## config.mk

```make
export PLATFORM = sky130hd
export DESIGN_NAME = rational_arithmetic_unit_top
export DESIGN_NICKNAME = d
export VERILOG_FILES = /design/src/design/rau_pkg.sv /design/src/design/rau_div.sv /design/src/design/rational_arithmetic_unit_top.sv
export SDC_FILE = /design/constraint.sdc
export NUM_CORES = 1
export LEC_CHECK = 0
export ABC_CLOCK_PERIOD_IN_PS = 12100
export BUFFER_PORTS_ARGS = -buffer_cell sky130_fd_sc_hd__buf_2
export CAP_MARGIN = 10
export CORE_ASPECT_RATIO = 0.9
export CORE_MARGIN = 2
export CORE_UTILIZATION = 65
export CTS_CLUSTER_SIZE = 30
export DETAILED_ROUTE_END_ITERATION = 12
export PLACE_DENSITY_LB_ADDON = 0.2
export SLEW_MARGIN = 20
export SYNTH_ARGS = -nofsm -noshare
export SYNTH_HDL_FRONTEND = slang
export SYNTH_SLANG_ARGS = --single-unit
```

## constraint.sdc

```tcl
create_clock -name i_clk -period 12.1 [get_ports i_clk]
set_input_delay 1.21 -clock i_clk [delete_from_list [all_inputs] [get_ports i_clk]]
set_output_delay 1.21 -clock i_clk [all_outputs]
set_load 0.02 [all_outputs]
```

## src/design/rau_pkg.sv

```systemverilog
`default_nettype none

package rau_pkg;

    // Operation codes
    localparam logic [2:0] CMD_ADD = 3'd0;
    localparam logic [2:0] CMD_SUB = 3'd1;
    localparam logic [2:0] CMD_MUL = 3'd2;
    localparam logic [2:0] CMD_DIV = 3'd3;
    localparam logic [2:0] CMD_ABS = 3'd4;
    localparam logic [2:0] CMD_POW = 3'd5;

    localparam int unsigned EXP_WIDTH = 16;

    typedef enum logic [4:0] {
        S_IDLE,
        S_ADD_P0,
        S_ADD_P1,
        S_ADD_P2,
        S_ADD_SUM,
        S_MUL_P0,
        S_MUL_P1,
        S_DIV_P0,
        S_DIV_P1,
        S_DIV_SGN,
        S_PW_TEST,
        S_PW_ACCN,
        S_PW_ACCD,
        S_PW_SQN,
        S_PW_SQD,
        S_RED,
        S_GCD,
        S_GCD_W,
        S_QN,
        S_QN_W,
        S_QD,
        S_QD_W,
        S_FIX,
        S_OUT
    } t_state;

endpackage

`default_nettype wire

```

## src/design/rau_div.sv

```systemverilog
`default_nettype none

// Signed truncating divider, one quotient bit per cycle.
// Quotient sign follows both operands, remainder sign follows the dividend.
module rau_div #(
    parameter int unsigned DATA_WIDTH = 16
) (
    input  wire                          i_clk,
    input  wire                          i_rst_n,
    input  wire                          i_start,
    input  wire logic signed [DATA_WIDTH-1:0] i_dividend,
    input  wire logic signed [DATA_WIDTH-1:0] i_divisor,
    output logic                         o_done,
    output logic signed [DATA_WIDTH-1:0] o_quotient,
    output logic signed [DATA_WIDTH-1:0] o_remainder
);

    localparam int unsigned CW = $clog2(DATA_WIDTH + 1);
    localparam logic [CW-1:0] CNT_LOAD = CW'(DATA_WIDTH);
    localparam logic [CW-1:0] CNT_LAST = CW'(1);
    localparam logic [DATA_WIDTH-1:0] ZERO = '0;

    logic                  r_busy;
    logic                  r_done;
    logic [CW-1:0]         r_cnt;
    logic [DATA_WIDTH-1:0] r_rem;
    logic [DATA_WIDTH-1:0] r_quo;
    logic [DATA_WIDTH-1:0] r_dsr;
    logic                  r_neg_q;
    logic                  r_neg_r;

    logic [DATA_WIDTH-1:0] w_mag_a;
    logic [DATA_WIDTH-1:0] w_mag_b;
    logic [DATA_WIDTH:0]   w_rem_sh;
    logic [DATA_WIDTH:0]   w_diff;
    logic                  w_ge;

    assign w_mag_a  = i_dividend[DATA_WIDTH-1] ? (ZERO - i_dividend) : i_dividend;
    assign w_mag_b  = i_divisor[DATA_WIDTH-1]  ? (ZERO - i_divisor)  : i_divisor;
    assign w_rem_sh = {r_rem, r_quo[DATA_WIDTH-1]};
    assign w_diff   = w_rem_sh - {1'b0, r_dsr};
    assign w_ge     = ~w_diff[DATA_WIDTH];

    always_ff @(posedge i_clk) begin
        if (!i_rst_n) begin
            r_busy <= 1'b0;
            r_done <= 1'b0;
            r_cnt  <= '0;
        end else begin
            r_done <= 1'b0;
            if (i_start) begin
                r_busy <= 1'b1;
                r_cnt  <= CNT_LOAD;
            end else if (r_busy) begin
                r_cnt <= r_cnt - CNT_LAST;
                if (r_cnt == CNT_LAST) begin
                    r_busy <= 1'b0;
                    r_done <= 1'b1;
                end
            end
        end
    end

    always_ff @(posedge i_clk) begin
        if (i_start) begin
            r_rem   <= '0;
            r_quo   <= w_mag_a;
            r_dsr   <= w_mag_b;
            r_neg_q <= i_dividend[DATA_WIDTH-1] ^ i_divisor[DATA_WIDTH-1];
            r_neg_r <= i_dividend[DATA_WIDTH-1];
        end else if (r_busy) begin
            r_rem <= w_ge ? w_diff[DATA_WIDTH-1:0] : w_rem_sh[DATA_WIDTH-1:0];
            r_quo <= {r_quo[DATA_WIDTH-2:0], w_ge};
        end
    end

    assign o_done      = r_done;
    assign o_quotient  = r_neg_q ? (ZERO - r_quo) : r_quo;
    assign o_remainder = r_neg_r ? (ZERO - r_rem) : r_rem;

endmodule

`default_nettype wire

```

## src/design/rational_arithmetic_unit_top.sv

```systemverilog
`default_nettype none

// Rational arithmetic unit. Takes one item (operation code, fractions a and b,
// exponent) and returns one reduced fraction. Add, subtract, multiply, divide,
// absolute value and integer power are supported; every intermediate value
// wraps to DATA_WIDTH bits in two's complement. The result is reduced by a
// Euclidean GCD with truncating remainder and its denominator made positive
// (the most negative value stays negative after negation). A zero numerator
// gives 0/1, a zero exponent gives 1/1, a zero denominator gives 1/0, and an
// undefined operation code gives 0/1. One item is handled at a time; o_ready
// is low from acceptance until the result is taken. The work uses one shared
// multiplier (one product per cycle) and one shared bit-serial divider:
// add/subtract form three products and a sum, multiply two products, divide
// two products and a sign move, and power tests each bit of the 16-bit
// exponent, multiplies the accumulators in on a one bit, squares the base
// numerator and denominator, and ends with one final test. The reduction then
// runs one division per Euclid step (at most about 1.5 * DATA_WIDTH steps,
// typically a handful), two more divisions, then fix-up and output.
module rational_arithmetic_unit_top
    import rau_pkg::*;
#(
    parameter int unsigned DATA_WIDTH = 16
) (
    input  wire                                i_clk,
    input  wire                                i_rst_n,
    input  wire                                i_valid,
    output logic                               o_ready,
    input  wire logic [2:0]                    i_cmd,
    input  wire logic signed [DATA_WIDTH-1:0]  i_a_numerator,
    input  wire logic signed [DATA_WIDTH-1:0]  i_a_denominator,
    input  wire logic signed [DATA_WIDTH-1:0]  i_b_numerator,
    input  wire logic signed [DATA_WIDTH-1:0]  i_b_denominator,
    input  wire logic [EXP_WIDTH-1:0]          i_exponent,
    output logic                               o_valid,
    input  wire                                i_ready,
    output logic signed [DATA_WIDTH-1:0]       o_result_numerator,
    output logic signed [DATA_WIDTH-1:0]       o_result_denominator
);

    localparam logic [DATA_WIDTH-1:0] ZERO = '0;
    localparam logic [DATA_WIDTH-1:0] ONE  = {{(DATA_WIDTH-1){1'b0}}, 1'b1};

    t_state r_state, n_state;

    // Operands and working registers
    logic [2:0]            r_cmd,  n_cmd;
    logic [DATA_WIDTH-1:0] r_an,   n_an;
    logic [DATA_WIDTH-1:0] r_ad,   n_ad;
    logic [DATA_WIDTH-1:0] r_bn,   n_bn;
    logic [DATA_WIDTH-1:0] r_bd,   n_bd;
    logic [EXP_WIDTH-1:0]  r_exp,  n_exp;
    logic [DATA_WIDTH-1:0] r_num,  n_num;
    logic [DATA_WIDTH-1:0] r_den,  n_den;
    logic [DATA_WIDTH-1:0] r_t,    n_t;
    logic [DATA_WIDTH-1:0] r_gx,   n_gx;
    logic [DATA_WIDTH-1:0] r_gy,   n_gy;

    // Shared multiplier: wrapped product of two registers, captured the same cycle
    logic [DATA_WIDTH-1:0]   mul_a;
    logic [DATA_WIDTH-1:0]   mul_b;
    logic [2*DATA_WIDTH-1:0] w_full;
    logic [DATA_WIDTH-1:0]   w_prod;

    assign w_full = mul_a * mul_b;
    assign w_prod = w_full[DATA_WIDTH-1:0];

    // Shared divider
    logic                         div_start;
    logic [DATA_WIDTH-1:0]        div_a;
    logic [DATA_WIDTH-1:0]        div_b;
    logic                         div_done;
    logic signed [DATA_WIDTH-1:0] div_quo;
    logic signed [DATA_WIDTH-1:0] div_rem;

    rau_div #(
        .DATA_WIDTH (DATA_WIDTH)
    ) u_div (
        .i_clk       (i_clk),
        .i_rst_n     (i_rst_n),
        .i_start     (div_start),
        .i_dividend  (div_a),
        .i_divisor   (div_b),
        .o_done      (div_done),
        .o_quotient  (div_quo),
        .o_remainder (div_rem)
    );

    always_ff @(posedge i_clk) begin
        if (!i_rst_n) begin
            r_state <= S_IDLE;
        end else begin
            r_state <= n_state;
        end
    end

    always_ff @(posedge i_clk) begin
        r_cmd <= n_cmd;
        r_an  <= n_an;
        r_ad  <= n_ad;
        r_bn  <= n_bn;
        r_bd  <= n_bd;
        r_exp <= n_exp;
        r_num <= n_num;
        r_den <= n_den;
        r_t   <= n_t;
        r_gx  <= n_gx;
        r_gy  <= n_gy;
    end

    always_comb begin
        n_state   = r_state;
        n_cmd     = r_cmd;
        n_an      = r_an;
        n_ad      = r_ad;
        n_bn      = r_bn;
        n_bd      = r_bd;
        n_exp     = r_exp;
        n_num     = r_num;
        n_den     = r_den;
        n_t       = r_t;
        n_gx      = r_gx;
        n_gy      = r_gy;
        mul_a     = r_an;
        mul_b     = r_bd;
        div_start = 1'b0;
        div_a     = r_gy;
        div_b     = r_gx;
        o_ready   = 1'b0;
        o_valid   = 1'b0;

        unique case (r_state)
            S_IDLE: begin
                o_ready = 1'b1;
                if (i_valid) begin
                    n_cmd = i_cmd;
                    n_an  = i_a_numerator;
                    n_ad  = i_a_denominator;
                    n_bn  = i_b_numerator;
                    n_bd  = i_b_denominator;
                    n_exp = i_exponent;
                    unique case (i_cmd) inside
                        CMD_ADD, CMD_SUB: n_state = S_ADD_P0;
                        CMD_MUL:          n_state = S_MUL_P0;
                        CMD_DIV:          n_state = S_DIV_P0;
                        CMD_ABS: begin
                            n_num   = i_a_numerator[DATA_WIDTH-1] ?
                                      (ZERO - i_a_numerator) : i_a_numerator;
                            n_den   = i_a_denominator[DATA_WIDTH-1] ?
                                      (ZERO - i_a_denominator) : i_a_denominator;
                            n_state = S_RED;
                        end
                        CMD_POW: begin
                            if (i_exponent == '0) begin
                                n_num   = ONE;
                                n_den   = ONE;
                                n_state = S_OUT;
                            end else if (i_a_numerator == ZERO) begin
                                n_num   = ZERO;
                                n_den   = ONE;
                                n_state = S_OUT;
                            end else begin
                                // accumulators start at one
                                n_num   = ONE;
                                n_den   = ONE;
                                n_state = S_PW_TEST;
                            end
                        end
                        default: begin
                            n_num   = ZERO;
                            n_den   = ONE;
                            n_state = S_OUT;
                        end
                    endcase
                end
            end

            // Add/subtract: an*bd +/- bn*ad over ad*bd
            S_ADD_P0: begin
                mul_a   = r_an;
                mul_b   = r_bd;
                n_num   = w_prod;
                n_state = S_ADD_P1;
            end
            S_ADD_P1: begin
                mul_a   = r_bn;
                mul_b   = r_ad;
                n_t     = w_prod;
                n_state = S_ADD_P2;
            end
            S_ADD_P2: begin
                mul_a   = r_ad;
                mul_b   = r_bd;
                n_den   = w_prod;
                n_state = S_ADD_SUM;
            end
            S_ADD_SUM: begin
                n_num   = (r_cmd == CMD_SUB) ? (r_num - r_t) : (r_num + r_t);
                n_state = S_RED;
            end

            S_MUL_P0: begin
                mul_a   = r_an;
                mul_b   = r_bn;
                n_num   = w_prod;
                n_state = S_MUL_P1;
            end
            S_MUL_P1: begin
                mul_a   = r_ad;
                mul_b   = r_bd;
                n_den   = w_prod;
                n_state = S_RED;
            end

            // Divide: an*bd over bn*ad, sign moved to the numerator
            S_DIV_P0: begin
                mul_a   = r_an;
                mul_b   = r_bd;
                n_num   = w_prod;
                n_state = S_DIV_P1;
            end
            S_DIV_P1: begin
                mul_a   = r_bn;
                mul_b   = r_ad;
                n_den   = w_prod;
                n_state = S_DIV_SGN;
            end
            S_DIV_SGN: begin
                if (r_den[DATA_WIDTH-1]) begin
                    n_num = ZERO - r_num;
                    n_den = ZERO - r_den;
                end
                n_state = S_RED;
            end

            // Power by repeated squaring, numerator and denominator in turn
            S_PW_TEST: begin
                if (r_exp == '0) begin
                    n_state = S_RED;
                end else if (r_exp[0]) begin
                    n_state = S_PW_ACCN;
                end else begin
                    n_state = S_PW_SQN;
                end
            end
            S_PW_ACCN: begin
                mul_a   = r_num;
                mul_b   = r_an;
                n_num   = w_prod;
                n_state = S_PW_ACCD;
            end
            S_PW_ACCD: begin
                mul_a   = r_den;
                mul_b   = r_ad;
                n_den   = w_prod;
                n_state = S_PW_SQN;
            end
            S_PW_SQN: begin
                mul_a   = r_an;
                mul_b   = r_an;
                n_an    = w_prod;
                n_state = S_PW_SQD;
            end
            S_PW_SQD: begin
                mul_a   = r_ad;
                mul_b   = r_ad;
                n_ad    = w_prod;
                n_exp   = r_exp >> 1;
                n_state = S_PW_TEST;
            end

            // Reduction
            S_RED: begin
                if (r_num == ZERO) begin
                    n_den   = ONE;
                    n_state = S_OUT;
                end else begin
                    n_gx    = r_num;
                    n_gy    = r_den;
                    n_state = S_GCD;
                end
            end
            S_GCD: begin
                if (r_gx == ZERO) begin
                    n_state = S_QN;
                end else begin
                    div_start = 1'b1;
                    div_a     = r_gy;
                    div_b     = r_gx;
                    n_state   = S_GCD_W;
                end
            end
            S_GCD_W: begin
                if (div_done) begin
                    n_gy    = r_gx;
                    n_gx    = div_rem;
                    n_state = S_GCD;
                end
            end
            S_QN: begin
                div_start = 1'b1;
                div_a     = r_num;
                div_b     = r_gy;
                n_state   = S_QN_W;
            end
            S_QN_W: begin
                if (div_done) begin
                    n_num   = div_quo;
                    n_state = S_QD;
                end
            end
            S_QD: begin
                div_start = 1'b1;
                div_a     = r_den;
                div_b     = r_gy;
                n_state   = S_QD_W;
            end
            S_QD_W: begin
                if (div_done) begin
                    n_den   = div_quo;
                    n_state = S_FIX;
                end
            end
            S_FIX: begin
                // make the denominator positive; the most negative value stays
                if (r_den[DATA_WIDTH-1]) begin
                    n_num = ZERO - r_num;
                    n_den = ZERO - r_den;
                end
                n_state = S_OUT;
            end

            // Hold the result until it is taken
            S_OUT: begin
                o_valid = 1'b1;
                if (i_ready) begin
                    n_state = S_IDLE;
                end
            end

            default: begin
                n_state = S_IDLE;
            end
        endcase
    end

    assign o_result_numerator   = r_num;
    assign o_result_denominator = r_den;

endmodule

`default_nettype wire
```

==> out/metrics.cfg, run 1 <==
[route]
routed_wl_um = 67200
viasPerCell = 6.80
first_iter_violations = 3141
drc = 0
ant_nets = 0
post_drt_wl_per_cell_um = 25.6
firstDrtPassIters = 11
via_count = 17816

[layout]
layout-drive-gt1-share_pct = 11.9
area_growth_pct = 9.72
fin_nets = 2465

[global_route]
grt_max_degree = 47
grt_pass1_wl_um = 98900
antenna_found_initial = 2
grt_pass1_vias = 16726
grt_usage_pct = 42.7
overflow = 0

[die]
fp.dieH_um = 167
dieArea_um2 = 31100
initial_core_util_pct = 66.3
io_pins = 121
rows = 59
coreArea_um2 = 29100
die_x_um = 186

[sta]
fmax_mhz = 110
finalMaxSlewViolations = 0
setup_ws_ns = 3.00
setup-tns-final_ns = 0
rsz0062_at_grt = no
hold_viol_final = 0
worst_pin_slew_ns = 1.21
layout_worst_path_cycle_share_pct = 75.2
setup_viol = 0
skew_ns = 0.0234
slew_headroom_pct = 19.0
layout_min_cycle_time_ns = 9.10

[clock_network]
clockRootBuffer = clkbuf_16
post_cts_buffers = 0
clkSlewWorstSetupHoldPaths_ns = 0.07
cts_resized = 0
numCtsBuffers = 24
clockBufferDepth = 3
htreeDepth = 1
cts.sinks = 225
cts_tree = done
clk_latency_ns = 0.55
ctsHoldBuffers = 0

[synth]
syn_inst = 2119
synth-simple-area-share_pct = 17.3
yosysWarningCount = 0
synth_top_family_by_area = simple AND/OR/NAND/NOR gates
synthXorXnorAreaFrac_pct = 8.76
synth-compound-area-share_pct = 16.8
async_reset_ff_share_pct = 0
synth_seq_area_share_pct = 33.6
synth.area.mux_share_pct = 3.41
ys_types = 86
synth.avg_cell_area_um2 = 9.10
syn_nets = 2379
ys_ff_latch = 225
synthAdderAreaFrac_pct = 14.4
synth_edf_count = 197
syn-cell-area_um2 = 19300
ys.flop_type = edfxtp_1

[critical_path]
cp_data_required_time_ns = 12.39
crit_path_cell_trace = nand2b_1 > a2111oi_4 > nor2_1 > a41oi_1 > o21ai_0 > fa_1 > fa_1 > fa_1 > fa_1 > inv_1 > fa_1 > inv_1 > fa_1 > inv_1 > ha_1 > o21a_1 > o31a_1 > o41ai_1 > xnor2_1 > a221o_1
crit_top_cell = fa_1
critPathArrivalTime_ns = 9.38
max_stage_delay_ns = 1.02
start_kind = flip-flop
end_kind = flip-flop
cp_slowest_cell = dfxtp_1
crit_fanout = 31
path_delay_family = adder cells
crit_type = reg -> reg
cp_num_buf_inv = 3

[placement]
dp.final_hpwl_um = 50500
place.gp.congestion = 1.01
port_buffers = 120
dp_slack_ns = 3.28

[run_status]
outcome = finished clean

[job]
cap_viol_max_count = 0

[hold_path]
hold_path.class = reg -> reg

[worst paths after layout]
path,start,slack [ns],cells past startpoint,end
setup / recovery,r_state[1],3.00,20,o_result_denominator[14]
setup reg to reg,r_state[1],3.00,20,o_result_denominator[14]
hold / removal,u_div.r_cnt[1],0.51,2,u_div.r_cnt[1]
hold reg to reg,u_div.r_cnt[1],0.51,2,u_div.r_cnt[1]
[kinds of logic after synthesis]
logic type / after synthesis
xor gates and xnor gates: 185
DFF: 225
muxes: 61
adders and majority gates: 173
and+or+nand+nor: 716
buffers and inverters: 287
AOI/OAI and AO/OA: 472
[final cells by class]
cell class	instances	area, µm²
multi-input combinational	1607	11700
fill	2221	7920
sequential	225	6480
timing repair buffer	154	856
inverter	193	724
clock buffer	32	682
tap	396	495
clock inverter	12	181
antenna	1	2.50
[sequential cells by signal, summed over array words and instances (netlist names)]
register,flops
r_bn,16
u_div.r_rem,16
r_gx,16
r_gy,16
u_div.r_busy,1
r_state,5
u_div.o_done,1
r_t,16
o_result_numerator,16
r_an,16
r_ad,16
u_div.r_quo,16
u_div.r_dsr,16
r_exp,16
u_div.r_cnt,5
r_cmd,3
u_div.r_neg_q,1
r_bd,16
u_div.r_neg_r,1
o_result_denominator,16
[cell usage in the layout, fill, tap and decap left out, types with 9 or more instances in the layout]
cell type / Yosys / layout
ha_1: 91 / 91
buf_2: 12 / 120
a211oi_1: 13 / 12
a21o_1: 13 / 13
and2_1: 26 / 26
o21ai_0: 130 / 130
or2_2: 11 / 11
dfxtp_1: 28 / 28
a22o_1: 9 / 9
a221o_1: 17 / 17
nand2b_1: 22 / 22
o221ai_1: 13 / 13
mux2_2: 37 / 37
a222oi_1: 11 / 11
nor2b_1: 32 / 32
buf_4: 4 / 34
or4_1: 9 / 9
nor2_1: 156 / 156
edfxtp_1: 197 / 197
a22oi_1: 14 / 14
and3_1: 17 / 17
nor4_1: 26 / 25
or3_1: 24 / 24
clkbuf_16: 0 / 25
o31ai_1: 28 / 28
a21oi_1: 83 / 82
xor2_1: 89 / 88
xnor2_1: 90 / 90
nand3_1: 40 / 40
inv_1: 193 / 193
o21a_1: 10 / 10
fa_1: 82 / 82
a221oi_1: 16 / 16
nor3_1: 52 / 49
o22ai_1: 19 / 19
nand2_1: 277 / 277
mux2i_1: 24 / 24
a31oi_1: 15 / 15
[worst min-delay path, stage by stage (launching register included)]
cell	delay (ns)
dfxtp_1	0.32
nor2_1	0.10
a211oi_1	0.05
[per-layer routing]
metal | global-route usage (%) | part of all wire [%]
met1 | 60.5 | 39
met2 | 60.6 | 41
met3 | 15.1 | 16
met4 | 15.5 | 4.7
met5 | 0 | 0.018
[through the flow]
stage | instance area (µm²) | hold WS, ns | util [%] | std cells
final | 21200 | 0.513 | 72.8 | 2620
after global routing | 21200 | 0.542 | 72.8 | 2620
after CTS | 21100 | 0.514 | 72.7 | 2619
after detailed placement | 20300 | 0.493 | 69.7 | 2575
after global placement | 20300 | 0.480 | 69.7 | 2575
after floorplan | 19300 | 0.469 | - | 2119
[cells in the mapped netlist (all sizes together) (6+ instances only)]
library cell,instances,share of area [%]
edfxtp,197,31
o211ai,7,0.27
a221o,17,0.88
nand3,40,1.0
inv,193,3.8
a21oi,85,2.2
o21bai,6,0.23
and3,17,0.55
or4,9,0.35
a22oi,15,0.66
a221oi,19,1.0
xor2,90,4.1
nor4,27,0.91
nand2,277,5.4
ha,91,5.9
a21o,13,0.51
a22o,9,0.41
or2,13,0.42
nand2b,22,0.71
o21a,10,0.39
o311ai,6,0.27
or3,24,0.78
o21ai,134,3.5
nor2,157,3.1
a31oi,16,0.55
nor3,53,1.4
a211oi,14,0.57
xnor2,91,4.2
mux2,37,2.2
mux2i,24,1.2
a222oi,11,0.57
o221ai,13,0.59
buf,23,0.64
o41ai,7,0.32
nor2b,32,1.0
and2,27,0.88
clkbuf,71,1.4
fa,82,8.5
dfxtp,28,2.9
o22ai,19,0.62
o31ai,28,1.1
Power of run 1 is left out: the tool's default activity adds up to more than one toggle a clock period on the data nets, which glitch-free logic cannot reach.
==> run 2, diff against run 1 <==
ABC_CLOCK_PERIOD_IN_PS = 7900   (was 12100)
CORE_UTILIZATION = 57   (was 65)
clock period = 7.9 ns   (was 12.1 ns; I/O delays follow)
==> out/metrics.cfg, run 2 (same netlist as run 1, synthesis figures left out) <==
[run_status]
outcome = finished clean

[route]
drc = 0
viasPerCell = 6.58
via_count = 17774
firstDrtPassIters = 8
first_iter_violations = 2479
routed_wl_um = 67400
post_drt_wl_per_cell_um = 24.9
ant_nets = 0

[clock_network]
post_cts_buffers = 0
cts.sinks = 225
clockBufferDepth = 3
cts_tree = done
clkSlewWorstSetupHoldPaths_ns = 0.07
htreeDepth = 1
numCtsBuffers = 26
clk_latency_ns = 0.57
clockRootBuffer = clkbuf_16

[critical_path]
cp_data_required_time_ns = 8.32
critPathArrivalTime_ns = 8.14
cp_num_buf_inv = 2
start_kind = flip-flop
path_delay_family = adder cells
max_stage_delay_ns = 0.67
crit_fanout = 26
worstReg2RegStart = r_state[3]
cp-startpoint = r_state[3]
crit_top_cell = fa_1
end_kind = flip-flop
crit_path_cell_trace = buf_4 > nand2b_1 > nor3_1 > buf_4 > a21oi_1 > a31oi_1 > nand2_1 > fa_1 > fa_1 > fa_1 > fa_1 > fa_1 > fa_1 > xor2_1 > xnor2_1 > xnor2_1 > xnor2_1 > xnor2_1 > xnor3_1 > xnor3_1 > xor2_2 > mux2_2
crit_type = reg -> reg
cp_slowest_cell = a31oi_1

[sta]
hold_viol_final = 0
slew_headroom_pct = 22.9
skew_ns = 0.0301
finalMaxSlewViolations = 0
setup_viol = 0
layout_min_cycle_time_ns = 7.72
fmax_mhz = 130
layout_worst_path_cycle_share_pct = 97.7
rsz0062_at_grt = yes
worst_pin_slew_ns = 1.15

[die]
die_x_um = 198
initial_core_util_pct = 58.3
dieArea_um2 = 35300
rows = 63
fp.dieH_um = 179
io_pins = 121
coreArea_um2 = 33100

[hold_path]
hold_path.class = in -> reg
min-delay-start = i_b_denominator[12]

[layout]
mostFrequentLayoutCells = nand2_1 (277), edfxtp_1 (197), inv_1 (193), nor2_1 (156), o21ai_0 (130)
seqCellArea_um2 = 6480
fill_cells = 2751
fin_nets = 2518
stdcell_area_um2 = 21600
layout-drive-gt1-share_pct = 14.4
final_common_cell = nand2_1
area_growth_pct = 12.2
multi_input_area_um2 = 11800

[global_route]
overflow = 0
grt_pass1_vias = 16748
grt_usage_pct = 38.1
grt_pass1_wl_um = 100000
grt_max_degree = 47
antenna_found_initial = 4

[placement]
place.gp.congestion = 1.06
dp.final_hpwl_um = 51800
port_buffers = 120
postPlaceCellArea_um2 = 20700

[job]
cap_viol_max_count = 0

run 2: repair_timing:
item                       in CTS  in global routing
gates resized for setup         0                 11
hold buffers                    0                  0
setup endpoints to repair       0                  9
run 2: final timing paths:
| path | slack [ns] | endpoint | depth (start not counted) |
|---|---|---|---|
| setup reg to reg | 0.18 | r_an[15] | 22 |
| hold reg to reg | 0.53 | u_div.r_cnt[1] | 2 |
| setup / recovery | 0.18 | r_an[15] | 22 |
| hold / removal | 0.40 | r_bd[12] | 1 |
run 2: layout make-up:
cell class / instances / area share, %
Antenna cell: 3 / 0.0347
Clock buffer: 31 / 3.14
Clock inverter: 17 / 0.873
Inverter: 193 / 3.35
Multi-Input combinational cell: 1607 / 54.5
Sequential cell: 225 / 29.9
Tap cell: 422 / 2.44
Timing Repair Buffer: 205 / 5.74
run 2: per-layer routing:
metal / global-route usage [%] / up-vias / wire length (µm)
met1: 55.2 / 8442 / 27400
li1: - / 7806 / -
met4: 15.3 / 2 / 3210
met2: 53.1 / 1291 / 26900
met3: 11.0 / 233 / 9890
met5: 0 / - / 15
run 2: through the flow:
stage | utilization, % | hold slack, ns | cells | setup TNS, ns | worst slack (ns)
finish | 65.4 | 0.400 | 2703 | 0 | 0.179
global route | 65.3 | 0.392 | 2700 | -0.0144 | -0.0144
CTS | 65.2 | 0.388 | 2700 | 0 | 0.242
detailed placement | 62.5 | 0.513 | 2652 | 0 | 0.286
global placement | 62.5 | 0.480 | 2652 | 0 | 0.417
floorplan | - | 0.469 | 2119 | 0 | 0.899
Power of run 2 is left out for the same reason.
